==> src/rtl/radial_vignette_alpha_assert.svh <==
// Assertion macros for the radial vignette alpha RTL.
`ifndef RADIAL_VIGNETTE_ALPHA_ASSERT_SVH
`define RADIAL_VIGNETTE_ALPHA_ASSERT_SVH

// Clocked assertion, disabled while reset is asserted.
`define RVA_ASSERT(label, prop, msg) \
  label: assert property (@(posedge clk_i) disable iff (!rst_ni) (prop)) else $error(msg);

// Clocked assertion that is also checked during reset.
`define RVA_ASSERT_ALWAYS(label, prop, msg) \
  label: assert property (@(posedge clk_i) (prop)) else $error(msg);

`endif

==> src/rtl/rva_pkg.sv <==
// Package with shared types, widths and register indexes of the vignette block.
`timescale 1ns / 1ps
`default_nettype none
package rva_pkg;
  localparam int unsigned MASK_SIZE_DEF = 512;
  localparam int unsigned COORD_W = 9;
  localparam int unsigned RAD_W   = 13;
  localparam int unsigned OFS_W   = 13;
  localparam int unsigned V_W     = 32;
  localparam int unsigned DIST_W  = 16;
  localparam int unsigned SREM_W  = 18;
  localparam int unsigned T_W     = 16;
  localparam int unsigned ALPHA_W = 8;
  localparam int unsigned CFG_IDX_W = 1;

  localparam logic [CFG_IDX_W-1:0] REG_INNER = 1'b0;
  localparam logic [CFG_IDX_W-1:0] REG_OUTER = 1'b1;

  localparam logic [RAD_W-1:0] INNER_RESET = 13'd410;
  localparam logic [RAD_W-1:0] OUTER_RESET = 13'd819;

  typedef enum logic [1:0] {
    MODE_CLEAR,
    MODE_FULL,
    MODE_RAMP
  } mode_e;

  typedef struct packed {
    logic  valid;
    mode_e mode;
  } ctl_t;
endpackage
`default_nettype wire

==> src/rtl/rva_div_cell.sv <==
// One cell of the restoring divider chain: resolves one quotient bit per stage.
`timescale 1ns / 1ps
`default_nettype none
module rva_div_cell
  import rva_pkg::*;
(
  input  wire logic             clk_i,
  input  wire logic             rst_ni,
  input  wire logic             en_i,
  input  wire logic [RAD_W-1:0] span_i,
  input  wire ctl_t             ctl_i,
  input  wire logic [RAD_W-1:0] rem_i,
  input  wire logic [T_W-1:0]   q_i,
  output ctl_t                  ctl_o,
  output logic      [RAD_W-1:0] rem_o,
  output logic      [T_W-1:0]   q_o
);
  logic [RAD_W:0] sh;
  logic           take;

  assign sh   = {rem_i, 1'b0};
  assign take = (sh >= {1'b0, span_i});

  always_ff @(posedge clk_i or negedge rst_ni) begin
    if (!rst_ni) begin
      ctl_o <= '{valid: 1'b0, mode: MODE_CLEAR};
    end else if (en_i) begin
      ctl_o <= ctl_i;
    end
  end

  always_ff @(posedge clk_i) begin
    if (en_i) begin
      rem_o <= take ? RAD_W'(sh - {1'b0, span_i}) : RAD_W'(sh);
      q_o   <= {q_i[T_W-2:0], take};
    end
  end
endmodule
`default_nettype wire

==> config.mk <==
export PLATFORM = sky130hd
export DESIGN_NAME = rva_div_cell
export DESIGN_NICKNAME = d
export VERILOG_FILES = /design/src/rtl/radial_vignette_alpha_assert.svh /design/src/rtl/rva_pkg.sv /design/src/rtl/rva_div_cell.sv
export SDC_FILE = /design/constraint.sdc
export NUM_CORES = 1
export LEC_CHECK = 0
export BUFFER_PORTS_ARGS = -buffer_cell sky130_fd_sc_hd__buf_2
export CAP_MARGIN = 25
export CORE_UTILIZATION = 30
export CTS_BUF_LIST = sky130_fd_sc_hd__clkbuf_16
export DETAILED_ROUTE_END_ITERATION = 8
export SKIP_LAST_GASP = 1
export SLEW_MARGIN = 10
export SYNTH_ARGS = -nofsm -noshare
export SYNTH_HDL_FRONTEND = slang
export SYNTH_SLANG_ARGS = --single-unit
export TNS_END_PERCENT = 20
==> constraint.sdc <==
create_clock -name clk_i -period 0.85 [get_ports clk_i]
set_clock_uncertainty 0.05 [all_clocks]
set_input_delay 0.1275 -clock clk_i [delete_from_list [all_inputs] [get_ports clk_i]]
set_output_delay 0.1275 -clock clk_i [all_outputs]
set_load 0.01 [all_outputs]
==> results.md <==
- Status: complete, but fails checks
- Failing checks: setup timing
- CTS tree: built
- Final routed DRC violation total: 0
- CP required: 820 ps
- Core area: 0.00564 mm²
- Measured slew at the worst slew-check pin: 284 ps
- CP Launch Type: input pin
- Crit. End Element: flop
- Post-route cell area: 0.00303 mm²
- Area grow syn2layout: 69.0%
- GRT overflow: 0
- Max Root-Sink Buffers: 2
- Max-slew headroom: 80.9%
- Post-DP Area: 0.00259 mm²
- Reg2Reg Setup Slack: 50 ps
- Worst-path clk slew: 50 ps
- Total GRT Usage: 15.2%
- H-tree Lvls: 2
- Commonest non-fill, non-tap cell in the layout: buf_2
- Hold path depth: 2
- Fin nets: 364
- Final wirelength: 4570 µm
- Final worst slack: -1120 ps
- Period utilization: 232%
- CTS buffer count: 5
- Final min period: 1970 ps
- Slowest CP cell: o41a_1
- Placed wire-length estimate: 3380 µm
- #FFs+latches synth: 32
- WL/cell: 12.2 µm
- Area of the mapped netlist: 0.00179 mm²
- Yosys warning total: 0
- Fraction of layout cells with a size suffix above 1: 51.5%
- Die Height: 79.3 µm
- First-pass GRT wire length: 7320 µm
- Slew Limit Fails: 0
- Setup Total Neg Slack: -17,440 ps
- R2R Path Start: ctl_o[0]
- Worst Setup Slack post-DPL: -1390 ps
- CP delay by family, top: compound AO/OA/AOI/OAI gates
- Die area: 0.00629 mm²
- Syn avg cell area: 11.7 µm²
- Latest clock arrival within the worst-skew pair: 270 ps
- Most frequent cells in the layout: buf_2, buf_4, edfxtp_1, dlygate4sd3_1, inv_1
- GP Congestion: 0.856
- Placed Cells: 344
- Port buffer count: 78
- Worst path bufs/invs: 1
- Worst hold path type: in -> reg
- Post-route ant nets: 0
- Initial antenna violation count: 0
- Clk sinks: 32
- Maximum Capacitance Violations: 0
- Setup violators final: 46
- # rows: 27
- Drt pass-1 iters: 4
- Yosys cell types: 36
- Sequential share of the synthesized area: 52.8%
- Worst Path Max Fanout: 2
- VDD IR max: 1440 µV
- Synth Instances: 153
- CP cell instances: buf_8, ha_4, nor2b_4, o31a_1, o21a_1, o41a_1, xor2_1, mux2_4
- Arr. time, crit path: 1940 ps
- Hold worst-path end: ctl_o[2]
- Antenna cells: 0
- PwrDens: 1680 mW/mm²
- Number of global-route vias before repair: 1,689
- Io pins: 80
- Final cell count without fillers: 375
- Worst Reg-to-Reg Cells: 1
- Crit path kind: in -> reg
- Root Driver: clkbuf_16
- Leakage power: 1.44 nW
- Min-delay src: ctl_i[2]
- FF-to-FF End: ctl_o[0]
- Synthesized net count: 215
- RSZ-0062 raised after global routing: true
- Via density: 4.59
- Initial Utilization: 31.8%
- Number of hold violations in the final report: 0
- Hold Slack: 38.1 ps
- Die Wd: 79.3 µm
- Fmax: 507 MHz
- DR vias: 1,720
- Worst stage delay on the critical path: 400 ps
- Number of DRC markers in iteration 0: 74
- Largest net degree at the start of global routing: 13
## report_power, final
group | switching [mW] | internal (mW) | leakage (nW)
clock | 0.583 | 1.05 | 0.0701
sequential | 0.0404 | 1.94 | 0.319
combinational | 0.671 | 0.807 | 1.05
## final cells by class
type | count | area [µm²]
clock buffers | 5 | 125
clock inverters | 3 | 11.3
flip-flops and latches | 32 | 946
repair buffers | 145 | 975
inverters | 15 | 58.8
well taps | 72 | 90.1
multi-input cells | 103 | 825
fillers | 495 | 2610
## worst max-delay path by stage
stage          startpoint        to  slack, ps  cells past startpoint
6_report         rem_i[0]  rem_o[7]      -1120                      8
5_1_grt          rem_i[0]  rem_o[2]      -1210                     11
4_1_cts          rem_i[0]  rem_o[7]      -1100                      8
3_5_place_dp    span_i[1]  rem_o[7]      -1390                      9
3_3_place_gp    span_i[1]  rem_o[7]      -1370                      9
2_1_floorplan   span_i[1]  rem_o[7]      -1190                      8
## registers in the layout (all words and copies together) (netlist names)
| name | flops |
|---|---|
| rem_o | 13 |
| ctl_o | 3 |
| q_o | 16 |
## through the flow
step	power, mW	utilization, %
after floorplan	2.69	-
after global placement	3.28	45.9
after detailed placement	3.31	45.9
after CTS	5.10	53.4
after global routing	5.33	53.7
final	5.09	53.7
## cells in the mapped netlist
cell      count  area share, %
edfxtp_1     29             49
a21oi_1      15            4.2
inv_1        15            3.1
nor2_1       14            2.9
ha_1         13            9.1
nand2_1       7            1.5
xor2_1        6            2.9
mux2_2        5            3.1
o21ai_0       5            1.4
nand3_1       4            1.1
dfrtp_1       3            4.2
o21a_1        3            1.3
xnor2_1       3            1.5
a211o_1       2           0.98
a21o_1        2           0.84
and2_1        2           0.70
buf_4         2           0.84
mux2_4        2            1.7
nor2b_1       2           0.70
nor3_1        2           0.56
o211ai_1      2           0.84
a2111o_1      1           0.63
a211oi_1      1           0.42
a31oi_1       1           0.35
a41oi_1       1           0.49
a41oi_2       1           0.91
and4_1        1           0.49
buf_6         1           0.63
fa_1          1            1.1
nand4_1       1           0.35
o21bai_1      1           0.42
o22ai_1       1           0.35
o31a_1        1           0.49
o31ai_1       1           0.42
o41a_1        1           0.63
or3_1         1           0.35
## logic make-up after synthesis
logic type                 after synthesis  synth area share (%)
AOI/OAI and AO/OA                       39                  14.6
xor gates and xnor gates                 9                  4.40
muxes                                    7                  4.81
adders and majority gates               14                  10.2
DFF                                     32                  52.8
and+or+nand+nor                         34                  8.65
buffers and inverters                   18                  4.61
## routing by layer
| metal | global-route usage, % | vias to the layer above | part of all wire [%] |
|---|---|---|---|
| li1 | - | 857 | - |
| met1 | 16.3 | 786 | 41 |
| met2 | 28.6 | 66 | 51 |
| met3 | 2.76 | 11 | 5.4 |
| met4 | 7.09 | 0 | 2.5 |
| met5 | 0 | - | 0 |
## repair_timing
action	in CTS	in global routing
resized for setup	18	3
endpoints found under the hold margin	18	0
cloned	1	0
setup endpoints to repair	46	46
pin swaps	17	2
setup buffers	5	1
hold buffers	16	0
Note: power is estimated with default switching activity, not from simulation.
