==> src/rtl/radial_vignette_alpha_assert.svh <==
// Assertion macros for the radial vignette alpha RTL.
`ifndef RADIAL_VIGNETTE_ALPHA_ASSERT_SVH
`define RADIAL_VIGNETTE_ALPHA_ASSERT_SVH

// Clocked assertion, disabled while reset is asserted.
`define RVA_ASSERT(label, prop, msg) \
  label: assert property (@(posedge clk_i) disable iff (!rst_ni) (prop)) else $error(msg);

// Clocked assertion that is also checked during reset.
`define RVA_ASSERT_ALWAYS(label, prop, msg) \
  label: assert property (@(posedge clk_i) (prop)) else $error(msg);

`endif

==> src/rtl/rva_pkg.sv <==
// Package with shared types, widths and register indexes of the vignette block.
`timescale 1ns / 1ps
`default_nettype none
package rva_pkg;
  localparam int unsigned MASK_SIZE_DEF = 512;
  localparam int unsigned COORD_W = 9;
  localparam int unsigned RAD_W   = 13;
  localparam int unsigned OFS_W   = 13;
  localparam int unsigned V_W     = 32;
  localparam int unsigned DIST_W  = 16;
  localparam int unsigned SREM_W  = 18;
  localparam int unsigned T_W     = 16;
  localparam int unsigned ALPHA_W = 8;
  localparam int unsigned CFG_IDX_W = 1;

  localparam logic [CFG_IDX_W-1:0] REG_INNER = 1'b0;
  localparam logic [CFG_IDX_W-1:0] REG_OUTER = 1'b1;

  localparam logic [RAD_W-1:0] INNER_RESET = 13'd410;
  localparam logic [RAD_W-1:0] OUTER_RESET = 13'd819;

  typedef enum logic [1:0] {
    MODE_CLEAR,
    MODE_FULL,
    MODE_RAMP
  } mode_e;

  typedef struct packed {
    logic  valid;
    mode_e mode;
  } ctl_t;
endpackage
`default_nettype wire

==> src/rtl/rva_sqrt_cell.sv <==
// One cell of the square root chain: resolves one root bit per stage.
`timescale 1ns / 1ps
`default_nettype none
module rva_sqrt_cell
  import rva_pkg::*;
(
  input  wire logic              clk_i,
  input  wire logic              rst_ni,
  input  wire logic              en_i,
  input  wire ctl_t              ctl_i,
  input  wire logic [SREM_W-1:0] rem_i,
  input  wire logic [DIST_W-1:0] root_i,
  input  wire logic [V_W-1:0]    vsh_i,
  output ctl_t                   ctl_o,
  output logic      [SREM_W-1:0] rem_o,
  output logic      [DIST_W-1:0] root_o,
  output logic      [V_W-1:0]    vsh_o
);
  logic [SREM_W+1:0] pre;
  logic [SREM_W+1:0] trial;
  logic              take;

  assign pre   = {rem_i, vsh_i[V_W-1 -: 2]};
  assign trial = {2'b00, root_i, 2'b01};
  assign take  = (pre >= trial);

  always_ff @(posedge clk_i or negedge rst_ni) begin
    if (!rst_ni) begin
      ctl_o <= '{valid: 1'b0, mode: MODE_CLEAR};
    end else if (en_i) begin
      ctl_o <= ctl_i;
    end
  end

  always_ff @(posedge clk_i) begin
    if (en_i) begin
      rem_o  <= take ? SREM_W'(pre - trial) : SREM_W'(pre);
      root_o <= {root_i[DIST_W-2:0], take};
      vsh_o  <= {vsh_i[V_W-3:0], 2'b00};
    end
  end
endmodule
`default_nettype wire

==> config.mk <==
export PLATFORM = sky130hd
export DESIGN_NAME = rva_sqrt_cell
export DESIGN_NICKNAME = d
export VERILOG_FILES = /design/src/rtl/radial_vignette_alpha_assert.svh /design/src/rtl/rva_pkg.sv /design/src/rtl/rva_sqrt_cell.sv
export SDC_FILE = /design/constraint.sdc
export NUM_CORES = 1
export LEC_CHECK = 0
export BUFFER_PORTS_ARGS = -buffer_cell sky130_fd_sc_hd__buf_2
export CORE_UTILIZATION = 30
export DETAILED_ROUTE_END_ITERATION = 7
export PLACE_DENSITY = 0.53
export SYNTH_ARGS = -nofsm -noshare
export SYNTH_HDL_FRONTEND = slang
export SYNTH_SLANG_ARGS = --single-unit
==> constraint.sdc <==
create_clock -name clk_i -period 0.9 [get_ports clk_i]
set_input_delay 0.18 -clock clk_i [delete_from_list [all_inputs] [get_ports clk_i]]
set_output_delay 0.18 -clock clk_i [all_outputs]
set_load 0.01 [all_outputs]
==> summary.md, run 1 <==
| Metric | Value |
|---|---|
| Final non-filler cell total | `between 600 and 700` |
| Yosys cell types | `44` |
| Final #Nets | `roughly 570` |
| Root Driver | `clkbuf_8` |
| Most common cell after layout, fill and taps aside | `buf_2` |
| Initial core utilization | `31.2%` |
| Max incr delay on CP | `0.36 ns` |
| Final hold vios | `0` |
| Violated checks | `setup timing` |
| Crit path to | `rem_o[13]` |
| CTS tree | `built` |
| Place WS | `-1.28 ns` |
| Syn_area_per_cell | `13.8 um2` |
| Fmax | `562 MHz` |
| Status | `complete, but fails checks` |
| GP Congestion | `0.757` |
| Cells after synthesis | `236` |
| I/O Pins | `141` |
| Initial antenna violation count | `0` |
| I/O Buffers | `approximately 140` |
| Share of layout cells above drive strength 1 | `between 50% and 60%` |
| Post-Route Skew | `0 ns` |
| # clock sinks | `67` |
| Register area | `0.00200 mm2` |
| Mapped Area | `0.00325 mm2` |
| CORE AREA | `about 0.010 mm2` |
| Setup ws final | `-0.881 ns` |
| Max stage delay cell, worst path | `o31a_1` |
| Endpoints failing setup | `between 80 and 90` |
| Die H | `between 100 and 150 um` |
| Flop2flop setup slack | `0.16 ns` |
| Lkg Pwr | `2.48 nW` |
| Commonest non-fill, non-tap cells in the layout | `128 x buf_2, 64 x edfxtp_1, 57 x buf_4` |
| Worst min path class | `in -> reg` |
| Pin count of the biggest net entering global routing | `47` |
| CTS H-tree lvls | `3` |
| Area grow syn2layout | `73.1%` |
| Vias | `2726` |
| Die Footprint | `0.0112 mm2` |
| Max-Cap Viols | `0` |
| Clock tree buffer depth | `2` |
| Crit share post-route | `198%` |
| Die W | `106 um` |
| Final Total Pwr | `0.00870 W` |
| Reg2reg end | `ctl_o[2]` |
| Vias in the first global route | `2677` |
| Worst vdd rail ir drop | `~660 uV` |
| Pre-Repair DR Iteration Count | `4` |
| Critical Path Source Type | `input port` |
| Antenna Nets Post-Route | `0` |
| Clock Pin Slew Worst Setup and Hold Paths | `0.08 ns` |
| Yosys warns | `0` |
| R2R depth | `1` |
| Async SR Flop Fraction | `under 10%` |
| Max Slew Vio Count | `0` |
| Multi-input logic area | `0.00153 mm2` |
| Pwr Density | `1550 mW/mm2` |
| TritonCTS buffer count | `9` |
| Fill cell count | `868` |
| First-pass GRT wire length | `13000 um` |
| Total placed cells including tap cells | `565` |
| Top FF cell, synth | `edfxtp_1` |
| Critical Path RT | `1.00 ns` |
| DR iter-0 viols | `63` |
| Diodes inserted | `0` |
| Kind of critical path | `in -> reg` |
| Flops & latches, synth | `67` |
| Fin crit period | `~1.8 ns` |
| Tot GR Track Use | `between 10% and 20%` |
| Unrepaired setup endpoints after global routing | `yes` |
| Total grt overflow | `0` |
| Reg2Reg Launch Point | `ctl_o[2]` |
| Worst-Skew Late Latency | `0.34 ns` |
| Critical path cell sequence | `buf_8, inv_6, ha_4, nor2_1, o31a_1, o21ai_4, a41oi_4, nor2b_4, xnor2_2, mux2_4` |
| Row count | `37` |
| Remaining DRCs | `0` |
| Final WL | `between 8000 and 9000 um` |
| Worst setup EP type | `flip-flop` |
| CP arrival | `1.88 ns` |
| Worst Setup SP | `root_i[0]` |
| DPL Wire Length | `just over 6000 um` |
| Vias per Instance | `4.42` |
| WL/cell | `approximately 13 um` |
| Sequential element share of the synthesized area | `61.5%` |
| EDFF count, synth | `64` |
| CP max FO | `5` |
==> per-layer routing <==
metal / up-vias / wire [um] / GRT usage (%)
met4: 0 / 120 / 5.95
met5: - / 0 / 0
met3: 9 / 468 / 4.11
met2: 100 / 3730 / 23.9
li1: 1358 / - / -
met1: 1259 / 3880 / 20.1
==> through the flow <==
| stage | instance area, um2 | TNS (ns) | hold slack (ns) | utilization, % |
|---|---|---|---|---|
| after floorplan | 3580 | -18.61 | -0.116 | - |
| after global placement | 4910 | -23.81 | -0.0247 | 47.1 |
| after detailed placement | 4910 | -23.64 | -0.0225 | 47.1 |
| after CTS | 5500 | -25.19 | 0.000985 | 52.8 |
| after global routing | 5620 | -28.03 | -0.0000899 | 53.9 |
| final | 5620 | -23.77 | 0.0206 | 53.9 |
==> critical path: cells and delay by family <==
kind / cells / cell delay [ns]
AND/OR/NAND/NOR: 2 / 0.21
buffers and inverters: 2 / 0.11
adder cells (fa/ha/maj): 1 / 0.29
multiplexers: 1 / 0.25
AO/OA/AOI/OAI: 3 / 0.71
XOR/XNOR: 1 / 0.14
==> sequential cells by signal, indices dropped and copies added, names as in the netlist <==
signal	count
vsh_o	30
root_o	16
ctl_o	3
rem_o	18
==> area by class of cell <==
class | instances | area share, %
clock buffers | 12 | 2.76
clock inverters | 4 | 0.445
inverters | 20 | 1.83
multi-input cells | 144 | 27.2
flip-flops and latches | 67 | 35.5
well taps | 136 | 3.03
repair buffers | 234 | 29.2
==> synth_stat cells (4+ instances only) <==
library cell	number	area share (%)
a21oi_1	15	2.3
edfxtp_1	64	59
ha_1	18	6.9
inv_1	20	2.3
mux2_2	16	5.5
nand2_1	12	1.4
nand3_1	5	0.77
nor2_1	11	1.3
nor3_1	6	0.92
o21a_1	6	1.4
xnor2_1	10	2.7
xor2_1	4	1.1
==> power breakdown <==
| group | internal, W | switching, W |
|---|---|---|
| clock | 0.00114 | 0.00115 |
| combinational | 0.00141 | 0.00112 |
| sequential | 0.00380 | 0.0000800 |
==> logic make-up after synthesis <==
| group | synth area share [%] |
|---|---|
| other cells | 0.115 |
| mux | 7.17 |
| xor+xnor | 3.78 |
| simple gates | 6.90 |
| flops | 61.5 |
| fa+ha+maj | 6.94 |
| buf+inv | 3.54 |
| compound gates | 10.1 |
==> worst min path at each step <==
stage	start	to	slack, ns	depth (start not counted)
6_report	root_i[0]	root_o[1]	0.02	1
3_3_place_gp	rst_ni	ctl_o[1]	-0.02	1
4_1_cts	vsh_i[0]	vsh_o[2]	0.001	1
2_1_floorplan	rst_ni	ctl_o[0]	-0.12	0
5_1_grt	root_i[0]	root_o[1]	-0.00009	1
3_5_place_dp	rst_ni	ctl_o[0]	-0.02	1
==> repair_timing <==
item / in CTS / in global routing
hold buffers: 31 / 2
buffers inserted: 1 / 2
hold endpoints to repair: 33 / 3
setup endpoints to repair: 86 / 86
pin swaps: 5 / 7
resized for setup: 23 / 18
Power figures use the tool's default switching activity.
==> inputs of run 2 (changes only) <==
GPL_TIMING_DRIVEN = 0   (was unset)
RECOVER_POWER = 25   (was unset)
SETUP_SLACK_MARGIN = 0.4   (was unset)
==> summary.md, run 2 (same netlist as run 1, synthesis figures left out) <==
| Metric | Value |
|---|---|
| Status | `complete, but fails checks` |
| Violated checks | `setup timing` |
| Initial core utilization | `31.2% (unchanged)` |
| Vias | `2528 (-7.3%)` |
| Flop2flop setup slack | `0.15 ns (about the same)` |
| Die H | `106 um (unchanged)` |
| Antenna Nets Post-Route | `0 (unchanged)` |
| Slew @ Worst Pin | `0.525 ns` |
| Endpoints failing setup | `86 (unchanged)` |
| R2R depth | `1 (unchanged)` |
| Post-Route Skew | `0 ns (unchanged)` |
| Pin count of the biggest net entering global routing | `68 (+45%)` |
| Hold_ws | `0.0116 ns (-0.00895 ns)` |
| Tot GR Track Use | `13.9% (-1.3 points)` |
| Diodes inserted | `0 (unchanged)` |
| Most common cell after layout, fill and taps aside | `buf_2` |
| Sequential power share | `47.1% (+2.5 points)` |
| I/O Buffers | `138 (unchanged)` |
| Share of layout cells above drive strength 1 | `60.1% (+0.68 points)` |
| Final #Nets | `504 (-11%)` |
| Clock Pin Slew Worst Setup and Hold Paths | `0.07 ns (about the same)` |
| DPL Wire Length | `5530 um (-9.4%)` |
| Fin crit period | `1.81 ns (+0.0270 ns)` |
| Commonest non-fill, non-tap cells in the layout | `128 x buf_2, 64 x edfxtp_1, 26 x buf_4` |
| NetSw | `0.00229 W (-2.3%)` |
| Relative slew slack | `between 60% and 70%` |
| Kind of critical path | `in -> reg` |
| Remaining DRCs | `0 (unchanged)` |
| Pre-Repair DR Iteration Count | `4 (unchanged)` |
| CP arrival | `1.90 ns (+0.02 ns)` |
| Critical Path Source Type | `input port` |
| Worst setup EP type | `flip-flop` |
| Largest register FFs | `30 (unchanged)` |
| Die W | `106 um (unchanged)` |
| Reg2reg end | `ctl_o[0]` |
| Top flop regs | `vsh_o x30, rem_o x18, root_o x16` |
| Crit share post-route | `201% (+3.0 points)` |
| Worst-Skew Late Latency | `0.34 ns (about the same)` |
| CORE AREA | `0.0104 mm2 (unchanged)` |
| First-pass GRT wire length | `11900 um (-8.7%)` |
| Area grow syn2layout | `53.8%` |
| Unrepaired setup endpoints after global routing | `yes` |
| Die Footprint | `0.0112 mm2 (unchanged)` |
| Initial antenna violation count | `0 (unchanged)` |
| Max-Cap Viols | `0 (unchanged)` |
| GP Congestion | `0.760 (+0.36%)` |
| Pwr Density | `1650 mW/mm2 (+6.3%)` |
| # clock sinks | `67 (unchanged)` |
| Hold Path End | `vsh_o[13]` |
| Fmax | `553 MHz (-1.5%)` |
| Combinational power share | `27.0% (-2.1 points)` |
| Max Slew Vio Count | `0 (unchanged)` |
| Int Power | `0.00592 W (-6.8%)` |
| Vias per Instance | `4.55 (+3.1%)` |
| Root Driver | `clkbuf_8` |
| Setup ws final | `-0.908 ns (-0.0270 ns)` |
| Biggest register | `vsh_o` |
| Lkg Pwr | `2.13 nW (-14%)` |
| Critical Path RT | `0.99 ns (about the same)` |
| CP max FO | `9 (+4)` |
| CTS H-tree lvls | `3 (unchanged)` |
| Reg2Reg Launch Point | `ctl_o[0]` |
| Hold buffer count at cts | `1 (-97%)` |
| TritonCTS buffer count | `9 (unchanged)` |
| Worst vdd rail ir drop | `868 uV (+31%)` |
| Place WS | `-1.51 ns (-0.227 ns)` |
| Min-delay src | `vsh_i[11]` |
| Switching share of power | `27.9% (+0.93 points)` |
| I/O Pins | `141 (unchanged)` |
| Hold path depth | `1 (unchanged)` |
| Final hold vios | `0 (unchanged)` |
| CTS tree | `built` |
| Row count | `37 (unchanged)` |
| Clock tree buffer depth | `2 (unchanged)` |
| Clock share of power | `25.8% (-0.5 points)` |
| Worst min path class | `in -> reg` |
| Final WL | `7660 um (-6.6%)` |
| Vias in the first global route | `2456 (-8.3%)` |
| WL/cell | `13.8 um (+3.8%)` |
| Final Total Pwr | `0.00822 W (-5.5%)` |
| Total grt overflow | `0 (unchanged)` |
| DR iter-0 viols | `54 (-14%)` |
-- run 2: metrics by stage --
| stage | setup TNS [ns] | util, % | std cells | area, um2 |
|---|---|---|---|---|
| after floorplan | -18.61 | - | 237 | 3580 |
| after global placement | -83.17 | 42.7 | 511 | 4450 |
| after detailed placement | -50.55 | 42.7 | 511 | 4450 |
| after CTS | -26.13 | 47.3 | 551 | 4930 |
| after global routing | -28.67 | 47.9 | 555 | 4990 |
| final | -24.43 | 47.9 | 555 | 4990 |
-- run 2: worst max-delay path by stage --
stage               start   endpoint  slack (ns)
6_report        root_i[1]  rem_o[14]       -0.91
5_1_grt         root_i[1]  rem_o[14]       -0.97
4_1_cts         root_i[1]  rem_o[17]       -0.92
3_5_place_dp    vsh_i[30]  rem_o[14]       -1.51
3_3_place_gp   root_i[10]  rem_o[14]       -1.54
2_1_floorplan   root_i[9]  rem_o[10]       -1.08
-- run 2: power by group through the flow --
| stage | Combinational [W] | Clock [W] | Sequential [W] |
|---|---|---|---|
| detailed placement | 0.00194 | 0 | 0.00394 |
| finish | 0.00222 | 0.00212 | 0.00387 |
| global route | 0.00242 | 0.00233 | 0.00390 |
| floorplan | 0.00104 | 0 | 0.00413 |
| CTS | 0.00219 | 0.00223 | 0.00388 |
| global placement | 0.00193 | 0 | 0.00394 |
-- run 2: critical path, stage by stage --
cell      delay, ns
buf_6          0.10
inv_4          0.04
ha_4           0.20
o211ai_1       0.25
a21oi_4        0.06
nor2b_4        0.17
o21ai_4        0.08
o21ai_2        0.16
o211ai_4       0.15
buf_12         0.20
mux2_4         0.29
-- run 2: repair_timing --
| item | 4_1_cts | 5_1_grt |
|---|---|---|
| hold endpoints to repair | 28 | 17 |
| resized for setup | 35 | 7 |
| endpoints found under the setup margin | 153 | 123 |
| buffers inserted | 23 | 4 |
| pin swaps | 20 | 9 |
| gates cloned | 0 | 0 |
-- run 2: routing by layer --
layer  part of all wire [%]  GRT usage, %
met1                     46          17.6
met2                     45          21.2
met3                    7.7          4.84
met4                    1.9          6.85
met5                      0             0
-- run 2: area by class of cell --
cell class,instances,area (um2)
fill,977,5420
sequential,67,2000
multi-input combinational,144,1500
timing repair buffer,166,990
tap,136,170
clock buffer,10,128
inverter,20,105
buffer,6,72.6
clock inverter,6,32.5
